$ cat src/rtl/ipv6p_pkg.sv
`timescale 1ns / 1ps
package ipv6p_pkg;

    localparam logic [3:0]  GROUPS_TOTAL    = 4'd8;
    localparam logic [3:0]  GROUPS_WITH_GAP = 4'd7;
    localparam logic [2:0]  GROUP_DIGITS    = 3'd4;
    localparam logic [11:0] ZONE_MAX        = 12'd255;

    typedef logic [2:0] t_kind;

    localparam t_kind K_DEC   = 3'd0;
    localparam t_kind K_ALPHA = 3'd1;
    localparam t_kind K_COLON = 3'd2;
    localparam t_kind K_PCT   = 3'd3;
    localparam t_kind K_OTHER = 3'd4;

    typedef struct packed {
        logic [7:0] character;
        logic       last;
    } t_in;

    typedef struct packed {
        logic        valid_res;
        logic [63:0] address_high;
        logic [63:0] address_low;
        logic [7:0]  zone;
    } t_res;

    typedef struct packed {
        t_kind      kind;
        logic [3:0] value;
        logic       last;
    } t_tok;

endpackage

$ cat src/rtl/ipv6p_front.sv
`timescale 1ns / 1ps
module ipv6p_front import ipv6p_pkg::*; (
    input  logic i_clk,
    input  logic i_rst_n,
    input  logic push,
    output logic full,
    input  t_in  i_item,
    input  logic i_take,
    output logic o_tok_valid,
    output t_tok o_tok
);

    localparam logic [7:0] CH_0     = "0";
    localparam logic [7:0] CH_9     = "9";
    localparam logic [7:0] CH_LA    = "a";
    localparam logic [7:0] CH_LF    = "f";
    localparam logic [7:0] CH_UA    = "A";
    localparam logic [7:0] CH_UF    = "F";
    localparam logic [7:0] CH_COLON = ":";
    localparam logic [7:0] CH_PCT   = "%";

    t_tok       n_tok;
    t_tok       r_q [2];
    logic       r_wp;
    logic       r_rp;
    logic [1:0] r_cnt;
    logic       w_wr;

    always_comb begin
        n_tok.last  = i_item.last;
        n_tok.value = 4'd0;
        n_tok.kind  = K_OTHER;
        if (i_item.character >= CH_0 && i_item.character <= CH_9) begin
            n_tok.kind  = K_DEC;
            n_tok.value = i_item.character[3:0];
        end else if ((i_item.character >= CH_LA && i_item.character <= CH_LF) ||
                     (i_item.character >= CH_UA && i_item.character <= CH_UF)) begin
            n_tok.kind  = K_ALPHA;
            n_tok.value = i_item.character[3:0] + 4'd9;
        end else if (i_item.character == CH_COLON) begin
            n_tok.kind  = K_COLON;
        end else if (i_item.character == CH_PCT) begin
            n_tok.kind  = K_PCT;
        end
    end

    assign full        = (r_cnt == 2'd2);
    assign w_wr        = push && !full;
    assign o_tok_valid = (r_cnt != 2'd0);
    assign o_tok       = r_q[r_rp];

    always_ff @(posedge i_clk) begin
        if (!i_rst_n) begin
            r_wp  <= 1'b0;
            r_rp  <= 1'b0;
            r_cnt <= 2'd0;
        end else begin
            if (w_wr) begin
                r_wp <= ~r_wp;
            end
            if (i_take) begin
                r_rp <= ~r_rp;
            end
            r_cnt <= r_cnt + {1'b0, w_wr} - {1'b0, i_take};
        end
    end

    always_ff @(posedge i_clk) begin
        if (w_wr) begin
            r_q[r_wp] <= n_tok;
        end
    end

    a_cnt_range: assert property (@(posedge i_clk) disable iff (!i_rst_n)
        r_cnt != 2'd3) else $error("token queue count out of range");

    a_take_valid: assert property (@(posedge i_clk) disable iff (!i_rst_n)
        i_take |-> o_tok_valid) else $error("token taken from empty queue");

endmodule

$ cat src/rtl/ipv6p_back.sv
`timescale 1ns / 1ps
module ipv6p_back import ipv6p_pkg::*; (
    input  logic i_clk,
    input  logic i_rst_n,
    input  logic i_tok_valid,
    input  t_tok i_tok,
    output logic o_take,
    output logic empty,
    input  logic pop,
    output t_res o_result
);

    localparam logic [1:0] AC_NONE  = 2'd0;
    localparam logic [1:0] AC_GROUP = 2'd1;
    localparam logic [1:0] AC_DOUBLE = 2'd2;
    localparam logic [1:0] AC_LEAD  = 2'd3;
    localparam logic [2:0] DIGITS_SAT = 3'd5;

    typedef struct packed {
        logic [15:0] cur;
        logic [2:0]  dcnt;
        logic [3:0]  head;
        logic [3:0]  tail;
        logic        dcs;
        logic [1:0]  ac;
        logic        inz;
        logic [7:0]  zval;
        logic        zdig;
        logic        err;
    } t_ps;

    typedef struct packed {
        t_ps         st;
        logic        wr_head;
        logic        wr_tail;
        logic [2:0]  wr_idx;
        logic [15:0] wr_val;
    } t_step;

    function automatic t_step f_close(input t_step s);
        t_step r;
        r = s;
        if (r.st.dcnt > GROUP_DIGITS) begin
            r.st.err = 1'b1;
        end else if (!r.st.dcs) begin
            if (r.st.head >= GROUPS_TOTAL) begin
                r.st.err = 1'b1;
            end else begin
                r.wr_head = 1'b1;
                r.wr_idx  = r.st.head[2:0];
                r.wr_val  = r.st.cur;
                r.st.head = r.st.head + 4'd1;
                r.st.cur  = 16'd0;
                r.st.dcnt = 3'd0;
            end
        end else begin
            if ({1'b0, r.st.head} + {1'b0, r.st.tail} >= {1'b0, GROUPS_WITH_GAP}) begin
                r.st.err = 1'b1;
            end else begin
                r.wr_tail = 1'b1;
                r.wr_val  = r.st.cur;
                r.st.tail = r.st.tail + 4'd1;
                r.st.cur  = 16'd0;
                r.st.dcnt = 3'd0;
            end
        end
        return r;
    endfunction

    function automatic t_step f_finish(input t_step s);
        t_step r;
        r = s;
        if (r.st.dcnt != 3'd0) begin
            r = f_close(r);
            r.st.ac = AC_NONE;
            if (!r.st.err && !r.st.dcs && r.st.head != GROUPS_TOTAL) begin
                r.st.err = 1'b1;
            end
        end else if (r.st.ac != AC_DOUBLE) begin
            r.st.err = 1'b1;
        end else if (!r.st.dcs && r.st.head != GROUPS_TOTAL) begin
            r.st.err = 1'b1;
        end
        return r;
    endfunction

    t_ps         r_st;
    t_step       s;
    logic [11:0] w_zsum;
    logic        w_take;
    logic [15:0] r_head_g [8];
    logic [15:0] r_tail_g [8];
    logic [15:0] n_head_g [8];
    logic [15:0] n_tail_g [8];
    logic [15:0] w_g [8];
    t_res        n_res;
    t_res        r_oq [2];
    logic        r_owp;
    logic        r_orp;
    logic [1:0]  r_ocnt;
    logic        w_opush;
    logic        w_opop;

    assign w_take = i_tok_valid && (!i_tok.last || r_ocnt != 2'd2);
    assign o_take = w_take;
    assign w_zsum = {1'b0, r_st.zval, 3'b000} + {3'b000, r_st.zval, 1'b0}
                  + {8'd0, i_tok.value};

    always_comb begin
        s.st      = r_st;
        s.wr_head = 1'b0;
        s.wr_tail = 1'b0;
        s.wr_idx  = 3'd0;
        s.wr_val  = r_st.cur;
        if (!s.st.err) begin
            if (s.st.inz) begin
                if (i_tok.kind != K_DEC) begin
                    s.st.err = 1'b1;
                end else if (w_zsum > ZONE_MAX) begin
                    s.st.err = 1'b1;
                end else begin
                    s.st.zval = w_zsum[7:0];
                    s.st.zdig = 1'b1;
                end
            end else begin
                case (i_tok.kind)
                    K_DEC, K_ALPHA: begin
                        if (s.st.ac == AC_LEAD) begin
                            s.st.err = 1'b1;
                        end else begin
                            s.st.ac  = AC_NONE;
                            s.st.cur = {s.st.cur[11:0], i_tok.value};
                            if (s.st.dcnt < DIGITS_SAT) begin
                                s.st.dcnt = s.st.dcnt + 3'd1;
                            end
                        end
                    end
                    K_COLON: begin
                        if (s.st.dcnt != 3'd0) begin
                            s = f_close(s);
                            s.st.ac = AC_GROUP;
                        end else if (s.st.ac == AC_GROUP || s.st.ac == AC_LEAD) begin
                            if (s.st.dcs || s.st.head > GROUPS_WITH_GAP) begin
                                s.st.err = 1'b1;
                            end else begin
                                s.st.dcs = 1'b1;
                                s.st.ac  = AC_DOUBLE;
                            end
                        end else if (s.st.ac == AC_NONE) begin
                            s.st.ac = AC_LEAD;
                        end else begin
                            s.st.err = 1'b1;
                        end
                    end
                    K_PCT: begin
                        s = f_finish(s);
                        s.st.inz = 1'b1;
                    end
                    default: begin
                        s.st.err = 1'b1;
                    end
                endcase
            end
        end
        if (i_tok.last && !s.st.err) begin
            if (s.st.inz) begin
                if (!s.st.zdig) begin
                    s.st.err = 1'b1;
                end
            end else begin
                s = f_finish(s);
            end
        end
    end

    always_comb begin
        n_head_g = r_head_g;
        if (s.wr_head) begin
            n_head_g[s.wr_idx] = s.wr_val;
        end
        n_tail_g = r_tail_g;
        if (s.wr_tail) begin
            for (int i = 0; i < 7; i++) begin
                n_tail_g[i] = r_tail_g[i + 1];
            end
            n_tail_g[7] = s.wr_val;
        end
    end

    always_comb begin
        for (int i = 0; i < 8; i++) begin
            if (4'(i) < s.st.head) begin
                w_g[i] = n_head_g[i];
            end else if (4'(i) >= GROUPS_TOTAL - s.st.tail) begin
                w_g[i] = n_tail_g[i];
            end else begin
                w_g[i] = 16'd0;
            end
        end
        n_res = '0;
        if (!s.st.err) begin
            n_res.valid_res = 1'b1;
            n_res.zone      = s.st.zval;
            for (int i = 0; i < 4; i++) begin
                n_res.address_high[16 * (3 - i) +: 16] = w_g[i];
                n_res.address_low[16 * (3 - i) +: 16]  = w_g[i + 4];
            end
        end
    end

    always_ff @(posedge i_clk) begin
        if (!i_rst_n) begin
            r_st <= '0;
        end else if (w_take) begin
            if (i_tok.last) begin
                r_st <= '0;
            end else begin
                r_st <= s.st;
            end
        end
    end

    always_ff @(posedge i_clk) begin
        if (w_take) begin
            r_head_g <= n_head_g;
            r_tail_g <= n_tail_g;
        end
    end

    assign w_opush  = w_take && i_tok.last;
    assign empty    = (r_ocnt == 2'd0);
    assign w_opop   = pop && !empty;
    assign o_result = r_oq[r_orp];

    always_ff @(posedge i_clk) begin
        if (!i_rst_n) begin
            r_owp  <= 1'b0;
            r_orp  <= 1'b0;
            r_ocnt <= 2'd0;
        end else begin
            if (w_opush) begin
                r_owp <= ~r_owp;
            end
            if (w_opop) begin
                r_orp <= ~r_orp;
            end
            r_ocnt <= r_ocnt + {1'b0, w_opush} - {1'b0, w_opop};
        end
    end

    always_ff @(posedge i_clk) begin
        if (w_opush) begin
            r_oq[r_owp] <= n_res;
        end
    end

    a_ocnt_range: assert property (@(posedge i_clk) disable iff (!i_rst_n)
        r_ocnt != 2'd3) else $error("result queue count out of range");

    a_clear_after_last: assert property (@(posedge i_clk) disable iff (!i_rst_n)
        (w_take && i_tok.last) |=> (r_st.head == 4'd0 && r_st.tail == 4'd0 &&
                                    !r_st.err && !r_st.inz && !r_st.dcs))
        else $error("parser state not cleared after last character");

    a_tail_needs_gap: assert property (@(posedge i_clk) disable iff (!i_rst_n)
        !r_st.dcs |-> r_st.tail == 4'd0) else $error("tail group without double colon");

    a_group_bound: assert property (@(posedge i_clk) disable iff (!i_rst_n)
        r_st.dcs |-> ({1'b0, r_st.head} + {1'b0, r_st.tail} <= {1'b0, GROUPS_WITH_GAP}))
        else $error("group count exceeds limit with double colon");

endmodule

$ cat src/rtl/ipv6_text_address_parser.sv
`timescale 1ns / 1ps
// Channel   Direction  Handshake            Payload
// input     in         push / full          i_item   (character, last)
// result    out        empty / pop          o_result (valid_res, address_high,
//                                                      address_low, zone)
//
// One character per cycle sustained while the result queue has room; a result
// passes from the token queue through the combinational parser, which commits
// groups and aligns the address, into the result queue.
// Reset is synchronous and clears both queues and the parser state; the group
// registers hold until written. A full result queue holds the last character of
// a text at the head of the token queue; full rises once one more character waits.
module ipv6_text_address_parser import ipv6p_pkg::*; (
    input  logic i_clk,
    input  logic i_rst_n,
    input  logic push,
    output logic full,
    input  t_in  i_item,
    output logic empty,
    input  logic pop,
    output t_res o_result
);

    logic w_take;
    logic w_tok_valid;
    t_tok w_tok;

    ipv6p_front u_front (
        .i_clk       (i_clk),
        .i_rst_n     (i_rst_n),
        .push        (push),
        .full        (full),
        .i_item      (i_item),
        .i_take      (w_take),
        .o_tok_valid (w_tok_valid),
        .o_tok       (w_tok)
    );

    ipv6p_back u_back (
        .i_clk       (i_clk),
        .i_rst_n     (i_rst_n),
        .i_tok_valid (w_tok_valid),
        .i_tok       (w_tok),
        .o_take      (w_take),
        .empty       (empty),
        .pop         (pop),
        .o_result    (o_result)
    );

endmodule

$ cat config.mk
export PLATFORM = sky130hd
export DESIGN_NAME = ipv6_text_address_parser
export DESIGN_NICKNAME = d
export VERILOG_FILES = /design/src/rtl/ipv6p_pkg.sv /design/src/rtl/ipv6p_front.sv /design/src/rtl/ipv6p_back.sv /design/src/rtl/ipv6_text_address_parser.sv
export SDC_FILE = /design/constraint.sdc
export NUM_CORES = 1
export LEC_CHECK = 0
export BUFFER_PORTS_ARGS = -buffer_cell sky130_fd_sc_hd__buf_2
export CAP_MARGIN = 20
export CORE_MARGIN = 4
export CORE_UTILIZATION = 57
export DETAILED_ROUTE_END_ITERATION = 12
export GPL_TIMING_DRIVEN = 0
export PLACE_DENSITY = 0.75
export SLEW_MARGIN = 20
export SYNTH_ARGS = -nofsm -noshare
export SYNTH_HDL_FRONTEND = slang
export SYNTH_SLANG_ARGS = --single-unit
export TNS_END_PERCENT = 1
$ cat constraint.sdc
create_clock -name i_clk -period 26.5 [get_ports i_clk]
set_input_delay 3.975 -clock i_clk [delete_from_list [all_inputs] [get_ports i_clk]]
set_output_delay 3.975 -clock i_clk [all_outputs]
set_load 0.01 [all_outputs]
==> results of run 1 <==
cell families (layout without fill, tap and decap cells):
logic type	Yosys count	in the layout	synth area share
mux	388	388	0.149
simple gates	428	428	0.0803
fa+ha+maj	47	47	0.0220
buf+inv	252	522	0.0370
flops	597	597	0.620
compound gates	316	316	0.0823
xor+xnor	27	27	0.00842
routing by layer:
layer,track usage,vias to the layer above
met5,0,-
met4,0.0767,0
met3,0.0404,127
met2,0.436,705
met1,0.345,9021
li1,-,8218
state kept, by name, indices dropped and copies added (netlist names), named ones only:
| signal | flops |
|---|---|
| u_back.r_head_g | 128 |
| u_back.r_ocnt | 2 |
| u_back.r_oq | 274 |
| u_back.r_orp | 1 |
| u_back.r_owp | 1 |
| u_back.r_st | 41 |
| u_back.r_tail_g | 128 |
| u_front.r_cnt | 2 |
| u_front.r_q | 16 |
| u_front.r_rp | 1 |
| u_front.r_wp | 1 |
power groups by stage:
stage / combinational, uW / clock, uW / sequential [uW]
3_3_place_gp: 735 / 0 / 1560
5_1_grt: 866 / 915 / 1470
6_report: 799 / 862 / 1450
4_1_cts: 801 / 874 / 1450
3_5_place_dp: 795 / 0 / 1470
2_1_floorplan: 506 / 0 / 1510
worst register-to-register path, cell delays in order, from the launching register on:
cell and delay (ns):
dfxtp_1 0.42, ha_1 0.29, fa_1 0.45, xor2_1 0.17
a311o_1 0.43, nor3_2 0.52, xnor2_1 0.28, inv_1 0.12
ha_1 0.22, fa_1 0.39, xor2_1 0.18, a311oi_1 0.39
and3_1 0.29, o211ai_1 0.16, nor3_1 0.50, mux2i_1 0.52
ha_1 0.31, o21ai_0 0.19, nor4bb_1 0.51, buf_1 0.36
clkbuf_1 0.47, o211ai_1 0.18, o31ai_1 0.21
Yosys cell counts (all sizes together) (9+ instances only):
| cell | number |
|---|---|
| clkbuf | 57 |
| and2 | 66 |
| nor4 | 9 |
| nor2b | 43 |
| ha | 43 |
| nor3 | 13 |
| xnor2 | 20 |
| nor2 | 153 |
| inv | 151 |
| mux2i | 141 |
| edfxtp | 546 |
| o31ai | 19 |
| o32ai | 37 |
| nand2b | 11 |
| a21oi | 42 |
| o211ai | 24 |
| o21ai | 33 |
| nand3 | 44 |
| o22ai | 45 |
| buf | 44 |
| a22oi | 30 |
| dfxtp | 51 |
| nand2 | 49 |
| mux2 | 247 |
| o2bb2ai | 34 |
layout make-up:
| class | count | area (um^2) | area share |
|---|---|---|---|
| Sequential cell | 597 | 17400 | 0.546 |
| Clock inverter | 37 | 457 | 0.0143 |
| Buffer | 101 | 473 | 0.0148 |
| Multi-Input combinational cell | 1206 | 9630 | 0.302 |
| Timing Repair Buffer | 162 | 1010 | 0.0317 |
| Tap cell | 664 | 831 | 0.0260 |
| Clock buffer | 71 | 1530 | 0.0480 |
| Inverter | 151 | 574 | 0.0180 |
metrics by stage:
step / instances / total power [uW] / hold slack (ns) / utilization / setup slack [ns]
floorplan: 2055 / 2010 / 0.480 / - / 12.89
global placement: 2870 / 2300 / 0.508 / 0.607 / 6.69
detailed placement: 2881 / 2260 / 0.502 / 0.613 / 18.83
CTS: 2989 / 3130 / 0.532 / 0.654 / 18.78
global route: 2989 / 3250 / 0.561 / 0.654 / 18.39
finish: 2989 / 3110 / 0.546 / 0.654 / 18.62
path summary, 6_finish.rpt:
check,startpoint,endpoint,slack [ns],depth (start not counted)
worst max-delay path,u_back.r_st[18],u_back.r_oq[1][71],18.62,22
worst min-delay path,u_back.r_st[1],u_back.r_st[1],0.55,2
worst max register to register,u_back.r_st[18],u_back.r_oq[1][71],18.62,22
worst min register to register,u_back.r_st[1],u_back.r_st[1],0.55,2
cell usage in the layout (no fill, tap or decap), types with 45 or more instances in the layout:
cell type / count
and2_1: 66
buf_2: 180
clkbuf_1: 67
clkbuf_16: 59
dfxtp_1: 51
edfxtp_1: 546
inv_1: 150
mux2_2: 246
mux2i_1: 141
nand2_1: 49
nor2_1: 151
o22ai_1: 45
==> flow_summary.json, run 1 <==
{
  "ctsHoldBuffers": 0,
  "via_per_inst": 6.05,
  "fin_crit_ns": 7.88,
  "grt_max_degree": 113,
  "power.density_nw_per_um2": 97.5,
  "synth_top_area_cell": "edfxtp_1",
  "rsz0062_at_grt": "no",
  "cts_resized": 0,
  "setup_viol": 0,
  "wl_met2_um": 34700,
  "cts_tree": "yes",
  "ys_seq_area_frac": 0.620,
  "syn-num-nets": 2115,
  "switchingPower_uw": 950,
  "end_kind": "flip-flop",
  "grt_pass1_wl_um": 106000,
  "avgSynthCellArea_um2": 13.7,
  "fin_crit_sh": 0.297,
  "finalHoldViolCount": 0,
  "rows": 81,
  "cp-start-kind": "flip-flop",
  "critPathMaxStageDelay_ns": 0.52,
  "die_height_um": 230,
  "yosys_most_used_dff": "edfxtp_1",
  "synth_top_area_frac": 0.584,
  "clkPwrFrac": 0.277,
  "cpLargestDelayFamily": "simple AND/OR/NAND/NOR gates",
  "synth_warnings": 0,
  "grt_pass1_vias": 18100,
  "drt_iter0_markers": 1853,
  "clock_path_buffers": 3,
  "cts.sinks": 597,
  "clock_skew_ns": 0.0250,
  "cts-root-buf": "clkbuf_16",
  "syn_area_um2": 28100,
  "power_leakage_uw": 0.0114,
  "antenna_found_initial": 0,
  "drc": 0,
  "hold_class": "flip-flop to flip-flop",
  "cts-buffers-inserted": 59,
  "p_comb_frac": 0.257,
  "clock_latency_ns": 0.64,
  "fmax_ghz": 0.127,
  "worstPathArrival_ns": 8.20,
  "syn_inst": 2055,
  "dieArea_um2": 52900,
  "wl_per_cell_um": 23.3,
  "maxSlewViolCount": 0,
  "synth_edf_count": 546,
  "track_usage": 0.257,
  "status": "completed",
  "firstDrtPassIters": 5,
  "seq_power_share": 0.466,
  "maxCapViolCount": 0,
  "drive_above_1_share": 0.247,
  "path_common_cell": "ha_1",
  "nets": 2338,
  "maxSlewHeadroom": 0.350,
  "fillers": 3613,
  "crit_slowest_cell": "nor3_2",
  "cell_internal_pwr_uw": 2160,
  "num_vias": 18100,
  "fin_area_um2": 31900,
  "port-buffer-count": 151,
  "critPathRequiredTime_ns": 26.82,
  "area_delta_synth_final_pct": 13.7,
  "diodes": 0,
  "worst_pin_slew_ns": 0.968,
  "fp.coreArea_um2": 48800,
  "ios": 152,
  "drt_wl_total_um": 69700,
  "placed_cell_area_um2": 29900,
  "worst-path-buf-inv": 3,
  "cp_cell_sequence": "ha_1 > fa_1 > xor2_1 > a311o_1 > nor3_2 > xnor2_1 > inv_1 > ha_1 > fa_1 > xor2_1 > a311oi_1 > and3_1 > o211ai_1 > nor3_1 > mux2i_1 > ha_1 > o21ai_0 > nor4bb_1 > buf_1 > clkbuf_1 > o211ai_1 > o31ai_1",
  "swShare": 0.305,
  "synth_cell_type_count": 81,
  "cts_setup_buffers": 0,
  "postRouteAntennaNets": 0,
  "routabilityCongestion": 0.922,
  "synth.area.top_cells": "edfxtp_1 (58%), mux2_2 (9.9%), mux2i_1 (5.0%), dfxtp_1 (3.6%), nor2_1 (2.0%)",
  "die_w_um": 230,
  "met1_length_um": 28500,
  "max-vdd-ir-drop_v": 0.0000752,
  "postSynth.asyncResetShare": 0,
  "path_max_fanout": 10,
  "crit_type": "flip-flop to flip-flop",
  "tns_ns": 0,
  "floorplan.initialDensity": 0.575,
  "top_layer_used": "met4",
  "grt-ovfl-total": 0,
  "clkTransAtPathRegs_ns": 0.06,
  "routed-wl-met3_um": 4450,
  "hpwl_um": 50700,
  "synth_seq_cells": 597,
  "h-tree-depth": 2
}
Note: power is estimated with default switching activity, not from simulation.
==> inputs of run 2 (changes only) <==
CORE_UTILIZATION = 56   (was 57)
PLACE_DENSITY = 0.77   (was 0.75)
clock period = 7.2 ns   (was 26.5 ns; I/O delays follow)
==> run 2 against run 1 <==
Net effect: critical path depth unchanged; die area increased by 1.7%; highest routed layer unchanged; hold slack got worse by 0.014 ns.
==> flow_summary.json, run 2 (synthesis gave the netlist of run 1 again) <==
{
  "status": "completed",
  "fillers": 3517,
  "cp_cell_sequence": "ha_1 > fa_1 > xor2_1 > a311o_1 > nor3_4 > xnor2_1 > inv_1 > ha_1 > fa_1 > xor2_1 > a311oi_2 > and3_1 > o211ai_1 > nor3_4 > xnor2_1 > inv_1 > ha_1 > o21ai_0 > o31ai_1 > o2111ai_1 > buf_2 > o32ai_1",
  "track_usage": 0.252,
  "cpLargestDelayFamily": "compound AO/OA/AOI/OAI gates",
  "critPathRequiredTime_ns": 7.55,
  "maxCapViolCount": 0,
  "firstDrtPassIters": 6,
  "crit_type": "flip-flop to flip-flop",
  "largest_reg_flops": 274,
  "cts.sinks": 597,
  "regMostFlops": "u_back.r_oq",
  "drc": 0,
  "h-tree-depth": 2,
  "drive_above_1_share": 0.254,
  "end_kind": "flip-flop",
  "clkTransAtPathRegs_ns": 0.06,
  "wl_per_cell_um": 23.1,
  "clock_path_buffers": 3,
  "diodes": 0,
  "finalHoldViolCount": 0,
  "dieArea_um2": 53800,
  "cp-start-kind": "flip-flop",
  "seqCellArea_um2": 17400,
  "fin_crit_ns": 7.05,
  "grt_pass1_wl_um": 105000,
  "max-vdd-ir-drop_v": 0.000243,
  "ctsHoldBuffers": 0,
  "largest_registers": "u_back.r_oq: 274 flops, u_back.r_head_g: 128 flops, u_back.r_tail_g: 128 flops",
  "power_leakage_uw": 0.0115,
  "nets": 2348,
  "hold_class": "flip-flop to flip-flop",
  "path_common_cell": "ha_1",
  "grt-ovfl-total": 0,
  "fin_crit_sh": 0.979,
  "num_vias": 18200,
  "critPathMaxStageDelay_ns": 0.70,
  "port-buffer-count": 151,
  "grt_max_degree": 53,
  "area_delta_synth_final_pct": 14.3,
  "setup_viol": 0,
  "rows": 81,
  "antenna_found_initial": 0,
  "floorplan.initialDensity": 0.570,
  "cts-root-buf": "clkbuf_16",
  "worst-path-buf-inv": 3,
  "clock_latency_ns": 0.63,
  "fmax_ghz": 0.142,
  "hpwl_um": 50300,
  "final_common_cell": "edfxtp_1",
  "tns_ns": 0,
  "regToRegStartpoint": "u_back.r_st[18]",
  "worstPathArrival_ns": 7.39,
  "final_cell_mix": "edfxtp_1 (546), mux2_2 (246), buf_2 (181)",
  "ios": 152,
  "hold_ws_ns": 0.532,
  "power.density_nw_per_um2": 358,
  "worstSetupStartpoint": "u_back.r_st[18]",
  "path_max_fanout": 10,
  "rsz0062_at_grt": "yes",
  "drt_wl_total_um": 69400,
  "fp.coreArea_um2": 49300,
  "routabilityCongestion": 0.904,
  "hp-start": "u_back.r_st[1]",
  "die_w_um": 232,
  "grt_pass1_vias": 18200,
  "via_per_inst": 6.08,
  "maxSlewHeadroom": 0.254,
  "worst_pin_slew_ns": 1.12,
  "clock_skew_ns": 0.0178,
  "maxSlewViolCount": 0,
  "postRouteAntennaNets": 0,
  "cts-buffers-inserted": 59,
  "die_height_um": 232,
  "drt_iter0_markers": 1883,
  "cts_tree": "yes",
  "multi_input_area_um2": 9690,
  "crit_slowest_cell": "o2111ai_1"
}
==> run 2: changes by cell type in the layout (fill, tap and decap cells not counted), moves of 2 or more <==
cell	before	now
clkbuf_2	1	3
o22ai_2	0	2
bufinv_16	9	7
clkinvlp_4	0	6
clkinv_2	14	9
inv_6	4	2
clkinv_1	7	12
buf_12	6	11
o22ai_1	45	43
clkbuf_1	67	62
buf_4	7	14
nor3_4	0	2
==> run 2: routing by layer <==
layer,GRT usage,routed length [um]
met1,0.339,28000
met2,0.430,34300
met3,0.0417,5220
met4,0.0671,1880
met5,0,0
==> run 2: cell type report <==
type	count	share of cell area
Sequential cell	597	0.543
Multi-Input combinational cell	1206	0.302
Clock buffer	71	0.0487
Timing Repair Buffer	173	0.0355
Tap cell	664	0.0259
Inverter	151	0.0178
Buffer	100	0.0147
Clock inverter	38	0.0128
==> run 2: tightest hold or removal path: stages (launching register included) <==
cell and delay, ns:
dfxtp_1 0.31, a21oi_1 0.12, nor2b_1 0.05
==> run 2: what timing repair did <==
action | in CTS | in global routing
buffers inserted | 0 | 7
endpoints found under the setup margin | 172 | 218
pin swaps | 0 | 4
resized for setup | 7 | 13
==> run 2: final timing paths <==
check / end / slack (ns) / cells past startpoint
min: u_back.r_st[1] / 0.53 / 2
max: u_back.r_oq[1][51] / 0.15 / 22
min reg2reg: u_back.r_st[1] / 0.53 / 2
max reg2reg: u_back.r_oq[1][51] / 0.15 / 22
==> run 2: stage by stage <==
stage / instance area, um^2 / utilization / total power [uW] / worst slack, ns / std cells
2_1_floorplan: 28100 / - / 7300 / -0.597 / 2055
6_report: 32100 / 0.652 / 11500 / 0.155 / 3000
4_1_cts: 32000 / 0.650 / 11500 / 0.0850 / 2994
5_1_grt: 32100 / 0.652 / 12000 / -0.127 / 3000
3_5_place_dp: 30000 / 0.609 / 8400 / -0.386 / 2885
3_3_place_gp: 29700 / 0.602 / 8300 / -3.74 / 2870
==> run 2: power breakdown <==
part / switching [uW] / total, uW / internal (uW)
Clock: 1330 / 3130 / 1800
Combinational: 1900 / 3020 / 1120
Sequential: 282 / 5330 / 5050
Total: 3520 / 11500 / 7960
